--- src/design/mwpo_pkg.sv ---
// Package for the multi-waveform phase oscillator.
// Holds widths, output codes and the quarter-wave sine table built at elaboration.
// No dependencies.
`default_nettype none

package mwpo_pkg;

  localparam int PHASE_W      = 32;
  localparam int FREQ_W       = 32;
  localparam int STEP_W       = 32;
  localparam int OFFSET_W     = 32;
  localparam int DUTY_W       = 17;
  localparam int SAMPLE_W     = 16;
  localparam int SINE_LOG2    = 8;
  localparam int SINE_ENTRIES = 1 << SINE_LOG2;
  localparam int SINE_W       = 15;

  localparam int IN_DATA_W    = ((STEP_W + OFFSET_W + DUTY_W + 7) / 8) * 8;
  localparam int OUT_DATA_W   = 5 * SAMPLE_W;

  localparam logic signed [SAMPLE_W-1:0] PEAK_POS = 16'sd32767;
  localparam logic signed [SAMPLE_W-1:0] PEAK_NEG = -16'sd32767;
  localparam logic [SINE_W-1:0]          PEAK_MAG = 15'd32767;

  localparam logic [63:0] Q30_ONE     = 64'd1073741824;
  localparam logic [63:0] HALF_PI_Q30 = 64'd1686629713;

  // series divisors k*(k+1) for k = 12, 10, 8, 6, 4, 2
  localparam logic [63:0] SERIES_DIV_12 = 64'd156;
  localparam logic [63:0] SERIES_DIV_10 = 64'd110;
  localparam logic [63:0] SERIES_DIV_8  = 64'd72;
  localparam logic [63:0] SERIES_DIV_6  = 64'd42;
  localparam logic [63:0] SERIES_DIV_4  = 64'd20;
  localparam logic [63:0] SERIES_DIV_2  = 64'd6;

  typedef logic [SINE_W-1:0] sine_tab_t [SINE_ENTRIES];

  // sin(x) on [0, pi/2], Q30 in and out, nested series
  function automatic logic [63:0] sine_q30(input logic [63:0] x);
    logic [63:0] x2;
    logic [63:0] t;
    x2 = (x * x) >> 30;
    t  = Q30_ONE;
    t  = Q30_ONE - (((x2 * t) >> 30) / SERIES_DIV_12);
    t  = Q30_ONE - (((x2 * t) >> 30) / SERIES_DIV_10);
    t  = Q30_ONE - (((x2 * t) >> 30) / SERIES_DIV_8);
    t  = Q30_ONE - (((x2 * t) >> 30) / SERIES_DIV_6);
    t  = Q30_ONE - (((x2 * t) >> 30) / SERIES_DIV_4);
    t  = Q30_ONE - (((x2 * t) >> 30) / SERIES_DIV_2);
    return (x * t) >> 30;
  endfunction

  // Entries 0..SINE_ENTRIES-1; the peak entry at SINE_ENTRIES is handled in logic
  function automatic sine_tab_t build_sine_table();
    sine_tab_t   tab;
    logic [63:0] x;
    logic [63:0] v;
    for (int i = 0; i < SINE_ENTRIES; i++) begin
      x = (HALF_PI_Q30 * 64'(i)) / SINE_ENTRIES;
      v = (sine_q30(x) * 64'd32767 + (Q30_ONE >> 1)) >> 30;
      if (v > 64'd32767) v = 64'd32767;
      tab[i] = v[SINE_W-1:0];
    end
    return tab;
  endfunction

  localparam sine_tab_t SINE_TABLE = build_sine_table();

endpackage

`default_nettype wire

--- src/design/multi_waveform_phase_oscillator_top.sv ---
// Multi-waveform phase oscillator, top level.
// Uses mwpo_pkg for widths, constants and the quarter-wave sine table.
// Four register stages: input, increment, phase, result.
`default_nettype none

// One item enters per clock when the result side keeps up. Stage one multiplies
// frequency by time step (32x32), stage two adds increment and offset change into
// the phase accumulator, and stage three reads the quarter-wave table and forms
// the five waveforms into the result register. Each stage moves on when the one
// after it is empty or draining, so stalls only back up the stages behind the
// waiting result. frequency_hz is written through cfg_wr_en / cfg_wr_data by the
// user only while the block is idle; the block itself does not enforce this.
module multi_waveform_phase_oscillator_top
  import mwpo_pkg::*;
(
  input  wire                    clk,
  input  wire                    rst_n,
  input  wire                    cfg_wr_en,
  input  wire [FREQ_W-1:0]       cfg_wr_data,
  input  wire                    in_tvalid,
  output logic                   in_tready,
  // [31:0] time_step, [63:32] phase_offset, [80:64] pwm_duty, rest zero
  input  wire [IN_DATA_W-1:0]    in_tdata,
  // [0] restart
  input  wire                    in_tuser,
  output logic                   out_tvalid,
  input  wire                    out_tready,
  // [15:0] sine_out, [31:16] square_out, [47:32] saw_out,
  // [63:48] triangle_out, [79:64] pwm_out
  output logic [OUT_DATA_W-1:0]  out_tdata
);

  localparam int SINE_SHIFT = PHASE_W - 2 - SINE_LOG2;

  // configuration
  logic [FREQ_W-1:0]   freq_r;

  // stage 1: input register
  logic                v1_r;
  logic [STEP_W-1:0]   step1_r;
  logic [OFFSET_W-1:0] off1_r;
  logic [DUTY_W-1:0]   duty1_r;
  logic                rst1_r;

  // stage 2: increment and offset change
  logic                v2_r;
  logic [PHASE_W-1:0]  inc2_r;
  logic [PHASE_W-1:0]  delta2_r;
  logic [DUTY_W-1:0]   duty2_r;
  logic                rst2_r;
  logic [OFFSET_W-1:0] prev_off_r;

  // stage 3: phase accumulator doubles as the stage register
  logic                v3_r;
  logic [PHASE_W-1:0]  acc_r;
  logic [DUTY_W-1:0]   duty3_r;

  // result register
  logic                vo_r;
  logic [OUT_DATA_W-1:0] out_r;

  logic rdy_o, rdy3, rdy2, rdy1;
  logic [FREQ_W+STEP_W-1:0] prod;
  logic [PHASE_W-1:0]       acc_nxt;

  assign rdy_o     = !vo_r || out_tready;
  assign rdy3      = !v3_r || rdy_o;
  assign rdy2      = !v2_r || rdy3;
  assign rdy1      = !v1_r || rdy2;
  assign in_tready = rdy1;

  assign out_tvalid = vo_r;
  assign out_tdata  = out_r;

  assign prod    = 64'(step1_r) * 64'(freq_r);
  assign acc_nxt = rst2_r ? '0 : acc_r + inc2_r + delta2_r;

  // ---------------- waveform logic on the accumulated phase ----------------
  logic [1:0]                quad;
  logic [SINE_LOG2-1:0]      idx;
  logic [SINE_LOG2-1:0]      idx_m;
  logic [SINE_W-1:0]         sine_mag;
  logic signed [SAMPLE_W-1:0] sine_w, square_w, saw_w, tri_w, pwm_w;
  logic [16:0]               tri_k;
  logic signed [18:0]        tri_raw;
  logic                      pwm_hi;

  always_comb begin
    quad  = acc_r[PHASE_W-1 -: 2];
    idx   = acc_r[SINE_SHIFT +: SINE_LOG2];
    idx_m = SINE_LOG2'(0) - idx;
    // mirrored index of zero lands on the peak entry beyond the table
    if (quad[0]) begin
      sine_mag = (idx == '0) ? PEAK_MAG : SINE_TABLE[idx_m];
    end else begin
      sine_mag = SINE_TABLE[idx];
    end
    sine_w = quad[1] ? -$signed({1'b0, sine_mag}) : $signed({1'b0, sine_mag});

    square_w = acc_r[PHASE_W-1] ? PEAK_NEG : PEAK_POS;

    // falling ramp; only the top end clamps
    if (acc_r[PHASE_W-1 -: 16] == '0) begin
      saw_w = PEAK_POS;
    end else begin
      saw_w = $signed(16'h8000 - acc_r[PHASE_W-1 -: 16]);
    end

    tri_k = acc_r[PHASE_W-1 -: 17];
    if (quad == 2'b00) begin
      tri_raw = $signed({2'b00, tri_k});
    end else if (quad == 2'b11) begin
      tri_raw = $signed({2'b00, tri_k}) - 19'sd131072;
    end else begin
      tri_raw = 19'sd65536 - $signed({2'b00, tri_k});
    end
    if (tri_raw > 19'sd32767) begin
      tri_w = PEAK_POS;
    end else if (tri_raw < -19'sd32767) begin
      tri_w = PEAK_NEG;
    end else begin
      tri_w = tri_raw[SAMPLE_W-1:0];
    end

    // duty of one or more always high
    pwm_hi = duty3_r[DUTY_W-1] || (acc_r[PHASE_W-1 -: 16] < duty3_r[DUTY_W-2:0]);
    pwm_w  = pwm_hi ? PEAK_POS : PEAK_NEG;
  end

  // ---------------- registers ----------------
  always_ff @(posedge clk) begin
    if (!rst_n) begin
      freq_r     <= '0;
      v1_r       <= 1'b0;
      v2_r       <= 1'b0;
      v3_r       <= 1'b0;
      vo_r       <= 1'b0;
      prev_off_r <= '0;
      acc_r      <= '0;
    end else begin
      if (cfg_wr_en) begin
        freq_r <= cfg_wr_data;
      end
      if (rdy1) begin
        v1_r <= in_tvalid;
      end
      if (rdy2) begin
        v2_r <= v1_r;
      end
      if (rdy3) begin
        v3_r <= v2_r;
      end
      if (rdy_o) begin
        vo_r <= v3_r;
      end
      // offset reference advances with each transaction, restart included
      if (rdy2 && v1_r) begin
        prev_off_r <= off1_r;
      end
      if (rdy3 && v2_r) begin
        acc_r <= acc_nxt;
      end
    end
  end

  always_ff @(posedge clk) begin
    if (rdy1 && in_tvalid) begin
      step1_r <= in_tdata[STEP_W-1:0];
      off1_r  <= in_tdata[STEP_W +: OFFSET_W];
      duty1_r <= in_tdata[STEP_W+OFFSET_W +: DUTY_W];
      rst1_r  <= in_tuser;
    end
    if (rdy2 && v1_r) begin
      inc2_r   <= prod[47 -: PHASE_W];
      delta2_r <= off1_r - prev_off_r;
      duty2_r  <= duty1_r;
      rst2_r   <= rst1_r;
    end
    if (rdy3 && v2_r) begin
      duty3_r <= duty2_r;
    end
    if (rdy_o && v3_r) begin
      out_r <= {pwm_w, tri_w, saw_w, square_w, sine_w};
    end
  end

  // ---------------- assertions ----------------
  a_restart_clears: assert property (@(posedge clk) disable iff (!rst_n)
    (rdy3 && v2_r && rst2_r) |=> (acc_r == '0))
    else $error("restart did not clear phase");

  a_square_sign: assert property (@(posedge clk) disable iff (!rst_n)
    (rdy_o && v3_r) |=> (out_r[31:16] == ($past(acc_r[PHASE_W-1]) ? PEAK_NEG : PEAK_POS)))
    else $error("square output does not match phase half");

  a_acc_hold: assert property (@(posedge clk) disable iff (!rst_n)
    !(rdy3 && v2_r) |=> $stable(acc_r))
    else $error("phase changed without a transaction");

  a_stage_hold: assert property (@(posedge clk) disable iff (!rst_n)
    (v1_r && !rdy2) |=> (v1_r && $stable(off1_r)))
    else $error("stalled input stage lost its item");

endmodule

`default_nettype wire

--- config.mk ---
export PLATFORM = sky130hd
export DESIGN_NAME = multi_waveform_phase_oscillator_top
export DESIGN_NICKNAME = d
export VERILOG_FILES = /design/src/design/mwpo_pkg.sv /design/src/design/multi_waveform_phase_oscillator_top.sv
export SDC_FILE = /design/constraint.sdc
export NUM_CORES = 2
export LEC_CHECK = 0
export BUFFER_PORTS_ARGS = -buffer_cell sky130_fd_sc_hd__buf_2
export CAP_MARGIN = 20
export CORE_MARGIN = 4
export CORE_UTILIZATION = 60
export CTS_BUF_LIST = sky130_fd_sc_hd__clkbuf_16
export CTS_CLUSTER_DIAMETER = 200
export DETAILED_ROUTE_END_ITERATION = 6
export HOLD_SLACK_MARGIN = 0.05
export PLACE_DENSITY = 0.77
export SYNTH_ARGS = -nofsm -noshare
export SYNTH_HDL_FRONTEND = slang
export SYNTH_SLANG_ARGS = --single-unit
--- constraint.sdc ---
create_clock -name clk -period 9.97 [get_ports clk]
set_input_delay 2.991 -clock clk [delete_from_list [all_inputs] [get_ports clk]]
set_output_delay 2.991 -clock clk [all_outputs]
set_load 0.1 [all_outputs]
==> run metrics <==
status=finished clean; CTS tree=yes; Iter 0 DRT Violations=~4200; Post-DP HPWL=between 100000 and 150000 µm; Final WS setup=1.27 ns; Area Overhead vs Synth=5.24%; Crit. End Element=register; total CTS buffers=39; via count=42241; register area share after synthesis=0.173; critical path class=reg -> reg; Die Span Y=302 µm; Worst-path clk slew=~0.060 ns; Lkg Pwr=24.5 nW; Final Hold Viols=0; r2r setup slk=~1.3 ns; worst slack, placed=1.35 ns; number of I/O pins=around 210; num rows=107; Tmin final=between 8 and 9 ns; ys async rst share=0; total global-route track usage=0.351; Post-Synthesis Cells=5775; Slew Limit Fails=0; residual DRC count=0; Congestion Overflow GR=0; placed cell areas=0.0535 mm²; hold crit path type=reg -> reg; Final Wtd Congestion=1.03; DIE AREA=0.0914 mm²; vias in the first global route=43262; Synth Flop Type=edfxtp_1; synthesized flop and latch total=333; antenna-violating nets left=0; unrepaired setup endpoints after global routing=false; die width=302 µm; Critical Path AT=9.09 ns; # resized after CTS=0; final wirelength=approximately 160000 µm; reg-to-reg endpoint=inc2_r[24]; Finished Cell Area=between 0.05 and 0.06 mm²; via/cell ratio=6.15; average cell area after synthesis=9.00 µm²; Sink Count=between 300 and 400; Hold Crit Start=duty2_r[13]; initial antenna violation count=2; RR Startpoint=step1_r[18]; Fmax achieved=115 MHz; pwr dens=approximately 300 mW/mm²; Clock Latency Late Sink=0.60 ns; Avg WL per Cell=23.1 µm; Pre-Repair DR Iteration Count=7; Hold Path End=duty3_r[13]; Setup violations, final=0; hold_buf cts=0; Worst-Margin Slew=1.21 ns; Post-CTS Setup Inserts=0; largest fanout on the critical path=24; Setup TNS=0 ns; Distinct cells, synth=108; synthesized area=0.0520 mm²; Fin Clk Skew=~0.015 ns; Crit path required time=10.36 ns; H-Tree Depth=2; CP Launch Type=register; Initial Utilization=0.608; hold path depth=0; fin crit share=0.873; highest ir drop seen on vdd=0.361 mV; core box area=between 0.08 and 0.09 mm²; Port Buffers=between 150 and 200; worst rel slew slack=0.188; max_cap viols=0; largest net degree at the start of global routing=189; clk root buf=clkbuf_16; Synth warnings=0; layout cells sized above 1=0.0800; Post-synth EDFFs=233; Longest Clk Path Bufs=3; Layout Nets=6935; depth of the worst register-to-register path=23; first-pass GRT wire length=248000 µm
==> flip-flops by register name, indices dropped and copies added, names as in the netlist <==
signal,flops
prev_off_r,32
off1_r,32
delta2_r,32
freq_r,32
acc_r,32
v3_r,1
out_tvalid,1
rst2_r,1
inc2_r,32
v2_r,1
duty1_r,17
rst1_r,1
duty3_r,17
duty2_r,17
out_tdata,52
step1_r,32
v1_r,1
==> cell type report <==
type,count,area (µm²)
flip-flops and latches,333,9010
clock buffers,40,1000
multi-input cells,4161,38000
diodes,1,2.50
fillers,7063,30800
repair buffers,309,1860
clock inverters,32,209
inverters,849,3190
well taps,1144,1430
==> worst max-delay path, stage by stage (launching register included) <==
cell and delay [ns]:
edfxtp_1 1.09, nand2_1 0.19, fa_1 0.59, fa_1 0.42
fa_1 0.49, fa_1 0.56, inv_1 0.06, fa_1 0.49
inv_1 0.07, fa_1 0.55, fa_1 0.43, fa_1 0.49
inv_1 0.04, ha_1 0.32, nand4_1 0.09, nor2_1 0.17
nand2_1 0.08, nor4b_1 0.77, o21a_1 0.29, o2111ai_1 0.17
a21oi_1 0.45, o21ai_0 0.18, a21oi_1 0.18, xor2_1 0.30
==> synthesized netlist by cell type (11+ instances only) <==
| cell type | n | share of area |
|---|---|---|
| a21oi_1 | 258 | 0.025 |
| nor3b_1 | 11 | 0.0016 |
| and2_1 | 481 | 0.058 |
| o21a_1 | 24 | 0.0035 |
| or3_1 | 17 | 0.0020 |
| xnor2_1 | 115 | 0.019 |
| clkbuf_1 | 297 | 0.021 |
| o21bai_1 | 12 | 0.0017 |
| o221ai_1 | 25 | 0.0042 |
| o311ai_0 | 18 | 0.0030 |
| nand2_1 | 733 | 0.053 |
| edfxtp_1 | 233 | 0.13 |
| fa_1 | 815 | 0.31 |
| a211o_1 | 11 | 0.0019 |
| nor2_1 | 247 | 0.018 |
| nor2b_1 | 54 | 0.0065 |
| o211ai_1 | 49 | 0.0071 |
| a311oi_1 | 23 | 0.0039 |
| mux2i_1 | 48 | 0.0092 |
| o31ai_1 | 25 | 0.0036 |
| inv_1 | 841 | 0.061 |
| a221oi_1 | 20 | 0.0034 |
| buf_2 | 73 | 0.0070 |
| a211oi_1 | 47 | 0.0068 |
| or2_2 | 23 | 0.0028 |
| nand2b_1 | 42 | 0.0051 |
| a21o_1 | 46 | 0.0066 |
| nand4_1 | 14 | 0.0017 |
| a31oi_1 | 57 | 0.0069 |
| nor3_1 | 81 | 0.0078 |
| buf_4 | 39 | 0.0056 |
| a2111oi_0 | 13 | 0.0022 |
| and3_1 | 16 | 0.0019 |
| nand3_1 | 48 | 0.0046 |
| a22oi_1 | 33 | 0.0048 |
| xor2_1 | 54 | 0.0091 |
| ha_1 | 301 | 0.072 |
| mux4_2 | 16 | 0.0069 |
| o22ai_1 | 21 | 0.0025 |
| o21ai_0 | 190 | 0.018 |
| dfxtp_1 | 100 | 0.038 |
| buf_1 | 20 | 0.0014 |
==> cells in the final DEF, fill, tap and decap left out, types with 47 or more instances in the layout <==
master,count
a211oi_1,47
a21oi_1,258
a31oi_1,56
and2_1,481
buf_2,198
buf_4,109
dfxtp_1,93
edfxtp_1,233
fa_1,815
ha_1,298
inv_1,856
mux2i_1,48
nand2_1,733
nand3_1,48
nor2_1,247
nor2b_1,53
nor3_1,81
o211ai_1,49
o21ai_0,190
xnor2_1,111
xor2_1,54
==> cell families (layout without fill, tap and decap cells) <==
logic type | count (synthesis) | in the layout | synth area share
buffers and inverters | 1282 | 1230 | 0.0977
AOI/OAI and AO/OA | 987 | 987 | 0.126
and+or+nand+nor | 1819 | 1819 | 0.171
DFF | 333 | 333 | 0.173
adders and majority gates | 1118 | 1118 | 0.387
muxes | 65 | 65 | 0.0164
other | 1 | 3 | 0.0000721
xor gates and xnor gates | 170 | 170 | 0.0290
==> per-layer routing <==
layer | wire length (µm) | vias to the layer above | share of wire | global-route usage
li1 | - | 18488 | - | -
met1 | 60700 | 20935 | 0.38 | 0.456
met2 | 73000 | 2318 | 0.46 | 0.561
met3 | 16500 | 496 | 0.10 | 0.0805
met4 | 8680 | 4 | 0.055 | 0.169
met5 | 27 | - | 0.00017 | 0
==> power breakdown <==
part	leakage [nW]	internal (W)	switching, W
logic	20.9	0.00481	0.00769
registers	3.02	0.00210	0.000238
clock network	0.649	0.000742	0.000602
total	24.5	0.00765	0.00853
==> through the flow <==
step	util	cells	hold slack [ns]	total power, W
4_1_cts	0.639	6867	0.416	0.0161
5_1_grt	0.640	6868	0.426	0.0176
3_5_place_dp	0.625	6795	0.405	0.0147
6_report	0.640	6869	0.415	0.0162
2_1_floorplan	-	5776	0.400	0.0109
3_3_place_gp	0.625	6795	0.403	0.0144
==> worst max path at each step <==
stage / from / to / slack [ns] / cells past startpoint
global placement: step1_r[18] / inc2_r[24] / 1.45 / 23
detailed placement: step1_r[18] / inc2_r[24] / 1.35 / 23
global route: freq_r[5] / inc2_r[24] / 0.98 / 24
CTS: step1_r[18] / inc2_r[24] / 1.33 / 23
floorplan: out_tready / duty1_r[0] / 2.19 / 2
finish: step1_r[18] / inc2_r[24] / 1.27 / 23
Note: power is estimated with default switching activity, not from simulation.
